**src/hw/rtl/mep_pkg.sv**
```systemverilog
// ----------------------------------------------------------------------------
// mep_pkg
// Types and constants shared by the mu-law encode and pack block.
// ----------------------------------------------------------------------------
package mep_pkg;

   typedef logic signed [15:0] sample_type;
   typedef logic [13:0]        mag_type;
   typedef logic [6:0]         code_type;
   typedef logic [7:0]         mulaw_type;
   typedef logic [15:0]        word_type;

   // upper bound of each segment of the shifted magnitude
   localparam int unsigned SEG_COUNT = 9;
   localparam mag_type SEG_BP [SEG_COUNT] = '{
      14'd1, 14'd31, 14'd95, 14'd223, 14'd479,
      14'd991, 14'd2015, 14'd4063, 14'd7903
   };

   localparam code_type  CODE_MAX   = 7'd127;
   localparam mulaw_type INV_NEG    = 8'd127;
   localparam mulaw_type INV_POS    = 8'd255;
   localparam word_type  LOW_MASK   = 16'h00FF;
   localparam word_type  HIGH_MASK  = 16'hFF00;

endpackage

```
**src/hw/rtl/mep_if.sv**
```systemverilog
// ----------------------------------------------------------------------------
// mep_req_if / mep_rsp_if
// Valid/ready channels for PCM samples in and packed mu-law words out.
// ----------------------------------------------------------------------------
interface mep_req_if import mep_pkg::*; ();
   logic       valid;
   logic       ready;
   sample_type pcm_sample;
   logic       last_sample;

   modport source (output valid, output pcm_sample, output last_sample, input ready);
   modport sink   (input valid, input pcm_sample, input last_sample, output ready);
endinterface

interface mep_rsp_if import mep_pkg::*; ();
   logic     valid;
   logic     ready;
   word_type packed_word;
   logic     last_word;

   modport source (output valid, output packed_word, output last_word, input ready);
   modport sink   (input valid, input packed_word, input last_word, output ready);
endinterface

```
**src/hw/rtl/mep_encoder.sv**
```systemverilog
// ----------------------------------------------------------------------------
// mep_encoder
// Linear PCM sample to mu-law byte, pure combinational segment search.
// ----------------------------------------------------------------------------
module mep_encoder import mep_pkg::*; (
   input  sample_type sample,
   output mulaw_type  mulaw
);

   logic signed [13:0] shifted;
   logic               neg;
   mag_type            mag;
   mag_type            diff;
   code_type           code;

   assign shifted = 14'(sample >>> 2);
   assign neg     = sample[15];
   // two's complement negate; -8192 maps to 8192 which fits unsigned
   assign mag     = neg ? mag_type'(~shifted + 14'sd1) : mag_type'(shifted);

   always_comb begin
      diff = '0;
      code = CODE_MAX;
      if (mag <= SEG_BP[0]) begin
         code = code_type'(mag);
      end else if (mag <= SEG_BP[1]) begin
         diff = mag - SEG_BP[0];
         code = code_type'(diff >> 1) + 7'd1;
      end else if (mag <= SEG_BP[2]) begin
         diff = mag - SEG_BP[1];
         code = code_type'(diff >> 2) + 7'd16;
      end else if (mag <= SEG_BP[3]) begin
         diff = mag - SEG_BP[2];
         code = code_type'(diff >> 3) + 7'd32;
      end else if (mag <= SEG_BP[4]) begin
         diff = mag - SEG_BP[3];
         code = code_type'(diff >> 4) + 7'd48;
      end else if (mag <= SEG_BP[5]) begin
         diff = mag - SEG_BP[4];
         code = code_type'(diff >> 5) + 7'd64;
      end else if (mag <= SEG_BP[6]) begin
         diff = mag - SEG_BP[5];
         code = code_type'(diff >> 6) + 7'd80;
      end else if (mag <= SEG_BP[7]) begin
         diff = mag - SEG_BP[6];
         code = code_type'(diff >> 7) + 7'd96;
      end else if (mag <= SEG_BP[8]) begin
         diff = mag - SEG_BP[7];
         code = code_type'(diff >> 8) + 7'd112;
      end
   end

   assign mulaw = neg ? (INV_NEG - {1'b0, code}) : (INV_POS - {1'b0, code});

endmodule

```
**src/hw/rtl/mep_packer.sv**
```systemverilog
// ----------------------------------------------------------------------------
// mep_packer
// Pairs mu-law bytes into 16-bit words (a final unpaired byte fills the low byte) and holds the output register.
// ----------------------------------------------------------------------------
module mep_packer import mep_pkg::*; (
   input  logic       clock,
   input  logic       reset,
   input  logic       in_valid,
   input  mulaw_type  in_byte,
   input  logic       in_last,
   output logic       in_ready,
   mep_rsp_if.source  rsp
);

   logic      high_phase_ff, high_phase_in;
   mulaw_type held_ff, held_in;
   logic      out_valid_ff, out_valid_in;
   word_type  word_ff, word_in;
   logic      last_ff, last_in;
   logic      emits;
   logic      take;

   assign emits    = high_phase_ff || in_last;
   // a byte that only gets held never waits on the output side
   assign in_ready = !emits || !out_valid_ff || rsp.ready;
   assign take     = in_valid && in_ready;

   always_comb begin
      high_phase_in = high_phase_ff;
      held_in       = held_ff;
      out_valid_in  = out_valid_ff && !rsp.ready;
      word_in       = word_ff;
      last_in       = last_ff;
      if (take) begin
         if (high_phase_ff) begin
            word_in       = (word_type'(held_ff) & LOW_MASK)
                            | ((word_type'(in_byte) << 8) & HIGH_MASK);
            last_in       = in_last;
            out_valid_in  = 1'b1;
            high_phase_in = 1'b0;
            held_in       = '0;
         end else if (in_last) begin
            word_in      = word_type'(in_byte) & LOW_MASK;
            last_in      = 1'b1;
            out_valid_in = 1'b1;
            held_in      = '0;
         end else begin
            held_in       = in_byte;
            high_phase_in = 1'b1;
         end
      end
   end

   always_ff @(posedge clock) begin
      if (reset) begin
         high_phase_ff <= 1'b0;
         held_ff       <= '0;
         out_valid_ff  <= 1'b0;
      end else begin
         high_phase_ff <= high_phase_in;
         held_ff       <= held_in;
         out_valid_ff  <= out_valid_in;
      end
      word_ff <= word_in;
      last_ff <= last_in;
   end

   assign rsp.valid       = out_valid_ff;
   assign rsp.packed_word = word_ff;
   assign rsp.last_word   = last_ff;

endmodule

```
**src/hw/rtl/mulaw_encode_pack_top.sv**
```systemverilog
// ----------------------------------------------------------------------------
// mulaw_encode_pack_top
// Mu-law encoder with two-byte packing, one sample per cycle while rsp_ch is not stalled.
// ----------------------------------------------------------------------------
//  channel  dir  payload                          transfer when
//  req_ch   in   pcm_sample[15:0], last_sample    valid && ready
//  rsp_ch   out  packed_word[15:0], last_word     valid && ready
//
//  One sample per cycle sustained while rsp_ch is not stalled; a sample is
//  registered, encoded and packed into the output register.
//  Synchronous active-high reset clears the valid flags, packing phase and held byte.
//  A stall on rsp_ch only holds the input register when the waiting sample
//  would produce a word; held low bytes keep flowing.
// ----------------------------------------------------------------------------
module mulaw_encode_pack_top import mep_pkg::*; (
   input  logic      clock,
   input  logic      reset,
   mep_req_if.sink   req_ch,
   mep_rsp_if.source rsp_ch
);

   logic       s1_valid_ff, s1_valid_in;
   sample_type s1_sample_ff;
   logic       s1_last_ff;
   mulaw_type  enc_byte;
   logic       pk_ready;
   logic       req_take;

   assign req_ch.ready = !s1_valid_ff || pk_ready;
   assign req_take     = req_ch.valid && req_ch.ready;
   assign s1_valid_in  = req_take || (s1_valid_ff && !pk_ready);

   always_ff @(posedge clock) begin
      if (reset) begin
         s1_valid_ff <= 1'b0;
      end else begin
         s1_valid_ff <= s1_valid_in;
      end
      if (req_take) begin
         s1_sample_ff <= req_ch.pcm_sample;
         s1_last_ff   <= req_ch.last_sample;
      end
   end

   mep_encoder u_encoder (
      .sample (s1_sample_ff),
      .mulaw  (enc_byte)
   );

   mep_packer u_packer (
      .clock    (clock),
      .reset    (reset),
      .in_valid (s1_valid_ff),
      .in_byte  (enc_byte),
      .in_last  (s1_last_ff),
      .in_ready (pk_ready),
      .rsp      (rsp_ch)
   );

endmodule
```
**src/flat_wrapper.sv**
```systemverilog
// flat-port wrapper written by rule: the top's interface ports become plain ports
module mulaw_encode_pack_top_flat import mep_pkg::*;
  (clock, reset, req_ch_valid, req_ch_pcm_sample, req_ch_last_sample, req_ch_ready, rsp_ch_valid, rsp_ch_packed_word, rsp_ch_last_word, rsp_ch_ready);
  mep_req_if req_ch_i ();
  mep_rsp_if rsp_ch_i ();
  input  logic clock;
  input  logic reset;
  input wire logic [$bits(req_ch_i.valid)-1:0] req_ch_valid;
  input wire logic [$bits(req_ch_i.pcm_sample)-1:0] req_ch_pcm_sample;
  input wire logic [$bits(req_ch_i.last_sample)-1:0] req_ch_last_sample;
  output wire logic [$bits(req_ch_i.ready)-1:0] req_ch_ready;
  output wire logic [$bits(rsp_ch_i.valid)-1:0] rsp_ch_valid;
  output wire logic [$bits(rsp_ch_i.packed_word)-1:0] rsp_ch_packed_word;
  output wire logic [$bits(rsp_ch_i.last_word)-1:0] rsp_ch_last_word;
  input wire logic [$bits(rsp_ch_i.ready)-1:0] rsp_ch_ready;
  assign req_ch_i.valid = req_ch_valid;
  assign req_ch_i.pcm_sample = req_ch_pcm_sample;
  assign req_ch_i.last_sample = req_ch_last_sample;
  assign req_ch_ready = req_ch_i.ready;
  assign rsp_ch_valid = rsp_ch_i.valid;
  assign rsp_ch_packed_word = rsp_ch_i.packed_word;
  assign rsp_ch_last_word = rsp_ch_i.last_word;
  assign rsp_ch_i.ready = rsp_ch_ready;
  mulaw_encode_pack_top u_core (.clock(clock), .reset(reset), .req_ch(req_ch_i), .rsp_ch(rsp_ch_i));
endmodule
```
**config.mk**
```make
export PLATFORM = sky130hd
export DESIGN_NAME = mulaw_encode_pack_top_flat
export DESIGN_NICKNAME = d
export VERILOG_FILES = /design/src/hw/rtl/mep_pkg.sv /design/src/hw/rtl/mep_if.sv /design/src/hw/rtl/mep_encoder.sv /design/src/hw/rtl/mep_packer.sv /design/src/hw/rtl/mulaw_encode_pack_top.sv /design/src/flat_wrapper.sv
export SDC_FILE = /design/constraint.sdc
export NUM_CORES = 1
export LEC_CHECK = 0
export BUFFER_PORTS_ARGS = -buffer_cell sky130_fd_sc_hd__buf_2
export CAP_MARGIN = 20
export CORE_UTILIZATION = 52
export DETAILED_ROUTE_END_ITERATION = 12
export PLACE_DENSITY = 0.72
export SLEW_MARGIN = 40
export SYNTH_ARGS = -nofsm -noshare
export SYNTH_HDL_FRONTEND = slang
export SYNTH_SLANG_ARGS = --single-unit
```
**constraint.sdc**
```tcl
create_clock -name clock -period 4.75 [get_ports clock]
set_clock_uncertainty 0.1 [all_clocks]
set_input_delay 0.2375 -clock clock [delete_from_list [all_inputs] [get_ports clock]]
set_output_delay 0.2375 -clock clock [all_outputs]
set_load 0.02 [all_outputs]
```
==> metrics.csv, run 1 <==
metric,value,unit
outcome,completed,
crit-path max FO,13,
CP peak stage delay,610,ps
ant diodes,0,
Leak,1.52,nW
CP arrival,4430,ps
Worst-Skew Late Latency,300,ps
Reg area,1180,um2
largest net degree at the start of global routing,24,
crit path kind,flop to flop,
"EDFF count, synth",32,
Fillers,663,
Pre-antenna DRT Iters,5,
Seq cells post-synth,43,
DRC violations left,0,
syn avg cell area,8.94,um2
Syn Nets,464,
max-slew violation count,0,
"commonest non-fill, non-tap cells in the layout","buf_2 (37), nand2_1 (33), edfxtp_1 (32)",
Root Buffer,clkbuf_8,
DP Wirelength,7.33,mm
"Buf+Inv Stages, Crit Path",2,
"area leader, netlist",edfxtp_1,
Worst VDD drop,206,uV
multi-input logic area,2470,um2
area grow syn2layout,11.8,%
total wire length,9.65,mm
Yosys top cell area share,24.8,%
Least-Margin Pin Slew,755,ps
Initial Utilization,53.8,%
Hold WC Path Type,input port to flop,
CTS tree,yes,
postcts setup bufs,0,
Avg WL per Cell,16.8,um
H-tree Lvls,2,
setup violators final,0,
"top cells by area, synth","edfxtp_1 (25%), dfxtp_1 (5.7%), xnor2_1 (4.3%)",
CP startpoint kind,flop,
clock sink count,43,
Clock Path Buffers,2,
Achievable Freq,223,MHz
Worst slew margin,49.2,%
Synth Cell Area,3880,um2
vias in the first global route,3233,
Async SR Flop Fraction,0,%
unrepaired setup endpoints after global routing,no,
Worst-path clk slew,90,ps
Yosys cell types,89,
Chip Height,88.4,um
Final WS setup,256,ps
die width,88.4,um
type of element capturing the critical path,flop,
PortBufs,37,
die area,7810,um2
CTS buffer count,5,
routed vias,3595,
row cnt,31,
Layout Nets,504,
Vias/cell,6.26,
Detailed Route Iter0 Violations,318,
CP cell instances,inv_1 -> ha_1 -> or4b_4 -> o41ai_2 -> xor2_2 -> a2111oi_1 -> or2b_1 -> a21oi_1 -> nor2_1 -> ha_1 -> inv_1 -> o221ai_1 -> a31oi_1 -> mux2i_1,
final hold viol count,0,
"Req. time, crit path",4680,ps
post-layout min period,4490,ps
DP Worst Slack,194,ps
GPL Wtd Cong,0.881,
GRT Util Overall,25.2,%
pwr dens,242,nW/um2
Crit path max-delay family,compound AO/OA/AOI/OAI gates,
first-pass GRT wire length,15.4,mm
Synth Flop Type,edfxtp_1,
# Max-Cap Violations,0,
initial antenna violation count,0,
total negative slack,0,ps
register area share after synthesis,30.4,%
"commonest non-fill, non-tap cell in the layout",buf_2,
slowest cell on the critical path,or4b_4,
Synth Instances,434,
global route overflow,0,
I/O pin cnt,40,
period utilization,94.6,%
post-route ant nets,0,
layout cell share with drive strength beyond 1,19.4,%
Core Region,7210,um2
YS warnings,0,
[metrics by stage]
| step | cells | hold slack, ps | total power, mW | area, um2 | util [%] |
|---|---|---|---|---|---|
| floorplan | 434 | 236 | 0.715 | 3880 | - |
| global placement | 557 | 314 | 0.788 | 4150 | 57.5 |
| detailed placement | 557 | 316 | 0.797 | 4150 | 57.5 |
| CTS | 573 | 0.492 | 1.05 | 4320 | 59.9 |
| global route | 574 | 1.68 | 1.10 | 4340 | 60.1 |
| finish | 574 | 8.74 | 1.05 | 4340 | 60.1 |
[sequential cells by signal (all words and copies together) (netlist names)]
| name | cells |
|---|---|
| u_core.u_packer.rsp.packed_word | 16 |
| u_core.s1_sample_ff | 14 |
| u_core.u_packer.held_ff | 8 |
| u_core.s1_last_ff | 1 |
| u_core.s1_valid_ff | 1 |
| u_core.u_packer.high_phase_ff | 1 |
| u_core.u_packer.rsp.last_word | 1 |
| u_core.u_packer.rsp.valid | 1 |
[cell usage after synthesis (10+ instances only)]
cell	n
nor2_1	24
xor2_1	10
o21ai_0	19
xnor2_1	19
edfxtp_1	32
inv_1	19
clkbuf_1	13
a21oi_1	20
dfxtp_1	11
o31ai_1	10
nor2b_1	11
nand2b_1	11
nand2_1	33
nor3_1	12
[cells by family after synthesis]
logic type      share of synthesized area (%)
simple gates                             22.2
compound gates                           28.3
buf+inv                                  6.06
flops                                    30.4
xor+xnor                                 7.96
fa+ha+maj                                2.90
mux                                      2.19
[final timing paths]
check,slack (ps),from,to,depth (start not counted)
worst max-delay path,260,u_core.s1_sample_ff[3],u_core.u_packer.rsp.packed_word[5],14
worst min-delay path,9,req_ch_pcm_sample[7],u_core.s1_sample_ff[7],1
worst max register to register,260,u_core.s1_sample_ff[3],u_core.u_packer.rsp.packed_word[5],14
worst min register to register,360,u_core.u_packer.held_ff[5],u_core.u_packer.held_ff[5],2
[layout make-up]
type / count / area share [%]
multi-input cells: 343 / 57.0
flip-flops and latches: 43 / 27.2
inverters: 19 / 1.64
clock inverters: 3 / 0.548
well taps: 99 / 2.86
repair buffers: 62 / 9.11
clock buffers: 5 / 1.59
[power breakdown]
part / total, mW / switching [mW] / internal, mW
sequential: 0.450 / 0.0230 / 0.427
combinational: 0.353 / 0.210 / 0.143
clock: 0.247 / 0.141 / 0.105
[per-layer routing]
layer / track usage (%) / up-vias / wire, um
li1: - / 1747 / -
met1: 33.4 / 1702 / 4410
met2: 41.9 / 123 / 4550
met3: 3.64 / 23 / 401
met4: 9.09 / 0 / 279
met5: 0 / - / 0
[timing repair]
action                                 4_1_cts  5_1_grt
setup endpoints to repair                    0        2
hold buffers                                 8        1
resized for setup                            0        1
endpoints found under the hold margin        8        1
No activity file was read; power rests on OpenSTA's default activity.
==> inputs of run 2 (changes only) <==
Settings changed: CORE_MARGIN from default to 3, CTS_BUF_LIST from default to sky130_fd_sc_hd__clkbuf_8.
==> metrics.csv, run 2 (synthesized netlist as in run 1, its figures left out) <==
metric,value,unit,change
outcome,completed,,
pwr dens,240,nW/um2,-0.78%
DRC violations left,0,,unchanged
Initial Utilization,55.3,%,+1.5 points
Leak,1.55,nW,+2.0%
Least-Margin Pin Slew,807,ps,+51.8 ps
Fillers,631,,-4.8%
post-route ant nets,0,,unchanged
Post-DP Area,4170,um2,+0.45%
Final WS setup,255,ps,-0.962 ps
Worst-path clk slew,90,ps,about the same
final hold viol count,0,,unchanged
CP startpoint kind,flop,,
"commonest non-fill, non-tap cell in the layout",buf_2,,
Hold Path End,u_core.s1_sample_ff[4],,
FF-to-FF path depth,14,,unchanged
routed vias,3647,,+1.4%
first-pass GRT wire length,16.0,mm,+4.4%
H-tree Lvls,2,,unchanged
period utilization,94.6,%,about the same
crit path kind,flop to flop,,
CTS tree,yes,,
hold path start,req_ch_pcm_sample[4],,
Crit path max-delay family,compound AO/OA/AOI/OAI gates,,
total negative slack,0,ps,unchanged
unrepaired setup endpoints after global routing,no,,
Detailed Route Iter0 Violations,333,,+4.7%
Finished Core Util,62.5,%,+2.4 points
post-layout min period,4500,ps,+0.962 ps
initial antenna violation count,0,,unchanged
max-slew violation count,0,,unchanged
Hold WC Path Type,input port to flop,,
# Max-Cap Violations,0,,unchanged
Core Region,7020,um2,-2.7%
max reg flops,16,,unchanged
CP arrival,4430,ps,about the same
Worst-Skew Late Latency,310,ps,about the same
largest net degree at the start of global routing,33,,+38%
I/O pin cnt,40,,unchanged
RR Startpoint,u_core.s1_sample_ff[3],,
postcts setup bufs,0,,unchanged
clock sink count,43,,unchanged
final instance area,4390,um2,+1.2%
GPL Wtd Cong,0.918,,+4.2%
"Buf+Inv Stages, Crit Path",2,,unchanged
total wire length,9.75,mm,+1.0%
type of element capturing the critical path,flop,,
Pre-antenna DRT Iters,6,,+1
Clock Path Buffers,2,,unchanged
slowest cell on the critical path,a2111oi_0,,
setup violators final,0,,unchanged
DP Worst Slack,290,ps,+96.4 ps
die area,8540,um2,+9.3%
worst r2r dst,u_core.u_packer.rsp.packed_word[5],,
CTS buffer count,5,,unchanged
PortBufs,37,,unchanged
die width,92.4,um,+4.5%
layout cell share with drive strength beyond 1,19.5,%,+0.13 points
Chip Height,92.4,um,+4.5%
"reg-to-reg slack, setup",250,ps,about the same
Worst VDD drop,127,uV,-38%
global route overflow,0,,unchanged
Hold Path Cell Cnt,1,,unchanged
Root Buffer,clkbuf_8,,
row cnt,30,,-3.2%
CP peak stage delay,770,ps,+160 ps
GRT Util Overall,23.1,%,-2.1 points
Vias/cell,6.31,,+0.74%
Layout Nets,511,,+1.4%
Achievable Freq,222,MHz,about the same
Worst slew margin,44.8,%,-4.4 points
CP cell instances,inv_1 -> ha_1 -> and4bb_2 -> a211oi_2 -> or4b_2 -> a2111oi_0 -> or2b_1 -> a21oi_1 -> nor2_1 -> ha_1 -> inv_1 -> o221ai_1 -> a31oi_1 -> mux2i_1,,
vias in the first global route,3298,,+2.0%
DP Wirelength,7.40,mm,+0.91%
hold slack,2.40,ps,-6.34 ps
"Req. time, crit path",4690,ps,about the same
area grow syn2layout,13.1,%,
ant diodes,0,,unchanged
Avg WL per Cell,16.9,um,+0.34%
crit-path max FO,10,,-3
"commonest non-fill, non-tap cells in the layout","buf_2 (37), nand2_1 (33), edfxtp_1 (32)",,
run 2: cell count changes in the layout (fill, tap and decap cells not counted):
| cell | before | now |
|---|---|---|
| buf_4 | 16 | 19 |
| a2111oi_1 | 1 | 0 |
| a2111oi_0 | 3 | 4 |
| xor2_2 | 1 | 0 |
| dlygate4sd3_1 | 9 | 13 |
| xor2_1 | 9 | 10 |
run 2: power breakdown:
part           internal [mW]  switching (mW)  leakage, nW  total [mW]
combinational          0.147           0.212         1.11       0.359
sequential             0.427          0.0212        0.395       0.448
clock                  0.105           0.141       0.0408       0.246
total                  0.679           0.374         1.55        1.05
run 2: how the worst max path moves through the flow:
stage | startpoint | to | depth (start not counted)
2_1_floorplan | u_core.s1_sample_ff[2] | u_core.u_packer.rsp.packed_word[5] | 17
3_3_place_gp | u_core.s1_sample_ff[3] | u_core.u_packer.rsp.packed_word[5] | 14
3_5_place_dp | u_core.s1_sample_ff[3] | u_core.u_packer.rsp.packed_word[5] | 14
4_1_cts | u_core.s1_sample_ff[3] | u_core.u_packer.rsp.packed_word[5] | 14
5_1_grt | u_core.s1_sample_ff[3] | u_core.u_packer.rsp.packed_word[5] | 14
6_report | u_core.s1_sample_ff[3] | u_core.u_packer.rsp.packed_word[5] | 14
run 2: metal layers:
layer	wire (um)	vias up	track usage (%)	part of all wire, %
met2	4440	144	36.0	46
met1	4470	1733	33.6	46
li1	-	1760	-	-
met3	732	10	3.25	7.5
met4	106	0	6.19	1.1
met5	0	-	0	0
run 2: metrics by stage:
stage | total power, mW | cells
2_1_floorplan | 0.715 | 434
6_report | 1.05 | 578
3_3_place_gp | 0.794 | 557
4_1_cts | 1.05 | 574
3_5_place_dp | 0.800 | 557
5_1_grt | 1.11 | 578
run 2: worst reg2reg max path, delay by kind of cell (launching register included):
kind                     cells  cell delay (ps)
flip-flops                   1              490
AO/OA/AOI/OAI                5             1440
buffers and inverters        2              140
adder cells (fa/ha/maj)      2              600
AND/OR/NAND/NOR              4             1350
multiplexers                 1              110
run 2: layout make-up:
class	count	area, um2	area share [%]
clock buffer	5	68.8	1.57
clock inverter	3	23.8	0.542
inverter	19	71.3	1.63
multi-input combinational	343	2460	56.2
sequential	43	1180	26.9
tap	96	120	2.74
timing repair buffer	69	458	10.4
run 2: timing repair:
action / 4_1_cts / 5_1_grt
endpoints found under the hold margin: 9 / 4
resized for setup: 0 / 0
setup endpoints to repair: 0 / 0
hold buffers: 9 / 4
==> inputs of run 3 (changes only) <==
Settings changed: ABC_AREA from default to 1.
Clock period 4.75 ns to 5.31 ns, I/O delays scaled along.
==> metrics.csv, run 3 <==
metric,value,unit,change
Logic pwr share,31.4,%,-2.7 points
pwr dens,224,nW/um2,-6.8%
routed vias,3166,,-13%
Synth Cell Area,3520,um2,-9.3%
post-synthesis compound-gate area fraction,11.5,%,-17 points
Achievable Freq,286,MHz,+29%
YS warnings,0,,unchanged
Hold Path Cell Cnt,1,,unchanged
Leak,1.82,nW,+17%
Worst-path clk slew,80,ps,about the same
Least-Margin Pin Slew,673,ps,-134 ps
Pre-antenna DRT Iters,4,,-2
"reg-to-reg slack, setup",1820,ps,+1560 ps
die width,88.3,um,-4.5%
Chip Height,88.3,um,-4.5%
Root Buffer,clkbuf_8,,
Syn Nets,521,,+12%
I/O pin cnt,40,,unchanged
DP Wirelength,5.73,mm,-23%
crit path kind,flop to flop,,
Initial Utilization,54.5,%,-0.82 points
type of element capturing the critical path,flop,,
adder-cell area share of the yosys netlist,3.20,%,+0.30 points
Worst VDD drop,183,uV,+43%
CTS tree,yes,,
XOR/XNOR Fraction of Synth Area,3.73,%,-4.2 points
row cnt,29,,-3.3%
global route overflow,0,,unchanged
largest net degree at the start of global routing,25,,-24%
DRC violations left,0,,unchanged
unrepaired setup endpoints after global routing,no,,
"top cells by area, synth","edfxtp_1 (27%), nand2_1 (17%), dfxtp_1 (6.3%)",,
clock power share,23.0,%,-0.4 points
total negative slack,0,ps,unchanged
"commonest non-fill, non-tap cells in the layout","nand2_1 (155), inv_1 (50), nor2_1 (43)",,
CTS buffer count,5,,unchanged
Yosys top cell area share,27.3,%,+2.6 points
simple logic cell fraction of the synthesized area,39.4,%,+17 points
GPL Wtd Cong,0.894,,-2.5%
Async SR Flop Fraction,0,%,unchanged
Detailed Route Iter0 Violations,211,,-37%
Clock Path Buffers,2,,unchanged
Flop pwr share,45.7,%,+3.2 points
Worst-Skew Late Latency,300,ps,about the same
area grow syn2layout,9.35,%,
setup violators final,0,,unchanged
outcome,completed,,
"commonest non-fill, non-tap cell in the layout",nand2_1,,
# Max-Cap Violations,0,,unchanged
register area share after synthesis,33.6,%,+3.1 points
Synth Flop Type,edfxtp_1,,
combinational family with the most area after synthesis,simple AND/OR/NAND/NOR gates,,
Worst slew margin,55.1,%,+10 points
Seq cells post-synth,43,,unchanged
CP arrival,3440,ps,-990 ps
crit-path max FO,6,,-4
most instantiated cells after synthesis,"nand2_1 (155), inv_1 (49), nor2_1 (43)",,
Yosys cell types,42,,-53%
Pwr Total,0.860,mW,-18%
Sw Pwr,0.299,mW,-20%
postcts setup bufs,0,,unchanged
max-slew violation count,0,,unchanged
Layout Nets,560,,+9.6%
most common cell in the netlist,nand2_1,,
CP startpoint kind,flop,,
final hold viol count,0,,unchanged
Finished Core Util,59.6,%,-2.9 points
P_int,0.562,mW,-17%
RR Startpoint,u_core.s1_sample_ff[2],,
Critical Path End,u_core.u_packer.rsp.packed_word[6],,
"Req. time, crit path",5260,ps,+570 ps
Synth Instances,491,,+13%
Vias/cell,5.21,,-17%
syn avg cell area,7.17,um2,-20%
crit path launch,u_core.s1_sample_ff[2],,
CTS Hold Bufs,0,,-9
GRT Util Overall,19.5,%,-3.6 points
H-tree Lvls,2,,unchanged
worst r2r dst,u_core.u_packer.rsp.packed_word[6],,
die area,7790,um2,-8.8%
FF-to-FF path depth,24,,+10
post-route ant nets,0,,unchanged
Core Region,6460,um2,-8.0%
PortBufs,37,,unchanged
"EDFF count, synth",32,,unchanged
total wire length,7.19,mm,-26%
"area leader, netlist",edfxtp_1,,
fin cells,608,,+5.2%
share of synthesized area spent on multiplexers,0,%,-2.2 points
Final WS setup,1820,ps,+1560 ps
post-layout min period,3490,ps,-1000 ps
hold path start,req_ch_pcm_sample[15],,
max reg flops,16,,unchanged
clock sink count,43,,unchanged
sw frac,34.7,%,-0.81 points
layout cell share with drive strength beyond 1,22.2,%,+2.7 points
Avg WL per Cell,11.8,um,-30%
post-placement cell count,599,,+7.5%
Hold WC Path Type,input port to flop,,
initial antenna violation count,0,,unchanged
vias in the first global route,2851,,-14%
period utilization,65.8,%,-29 points
ant diodes,0,,unchanged
first-pass GRT wire length,12.1,mm,-24%
CTS resizes,0,,unchanged
DP Worst Slack,1640,ps,+1350 ps
## run 3: how the worst min path moves through the flow
| stage | end |
|---|---|
| floorplan | u_core.u_packer.held_ff[7] |
| global placement | u_core.s1_sample_ff[2] |
| detailed placement | u_core.s1_sample_ff[9] |
| CTS | u_core.s1_sample_ff[2] |
| global route | u_core.s1_last_ff |
| finish | u_core.s1_sample_ff[15] |
## run 3: power by group through the flow
stage | Sequential, mW | Clock [mW] | Combinational [mW]
floorplan | 0.406 | 0 | 0.207
global placement | 0.402 | 0 | 0.259
detailed placement | 0.402 | 0 | 0.266
CTS | 0.395 | 0.202 | 0.267
global route | 0.395 | 0.218 | 0.308
finish | 0.393 | 0.198 | 0.270
## run 3: logic make-up (layout without fill, tap and decap cells)
group                      after synthesis  after routing
DFF                                     43             43
AOI/OAI and AO/OA                       70             70
and+or+nand+nor                        281            281
buffers and inverters                   73            113
adders and majority gates                9              9
xor gates and xnor gates                15             15
## run 3: cell type report
class                      count  area, um2
clock buffer                   5       68.8
clock inverter                 3       16.3
inverter                      67        255
multi-input combinational    375       2030
tap                           77       96.3
sequential                    43       1180
fill                         606       2610
timing repair buffer          38        196
## run 3: critical path, cell delays in order, from the launching register on
cell      delay (ps)
edfxtp_1         450
inv_2            130
ha_1             240
inv_1             80
nand2_1           60
nand2_1           50
nand2_1          130
inv_2             80
nor2_1           130
nand3_1          170
nand2_2          150
nand4_2          140
a21oi_1          160
a31oi_1           70
ha_1             230
xnor2_1          210
nand2_1           80
nand2_1           60
o22ai_1           60
nand2_1           70
nand3_1           80
nand2_1           70
nand3_1          120
inv_2             80
o21ai_1           50
## run 3: through the flow
step	hold slack [ps]	cell area (um2)
after floorplan	235	3520
after global placement	341	3750
after detailed placement	344	3750
after CTS	31.8	3840
after global routing	21.4	3850
final	35.6	3850
## run 3: layer usage
layer	vias to the layer above	wire [um]	global-route usage, %	part of all wire [%]
li1	1671	-	-	-
met1	1409	3380	25.3	47
met2	73	3340	32.0	47
met3	13	313	3.91	4.4
met4	0	151	7.55	2.1
met5	-	0	0	0
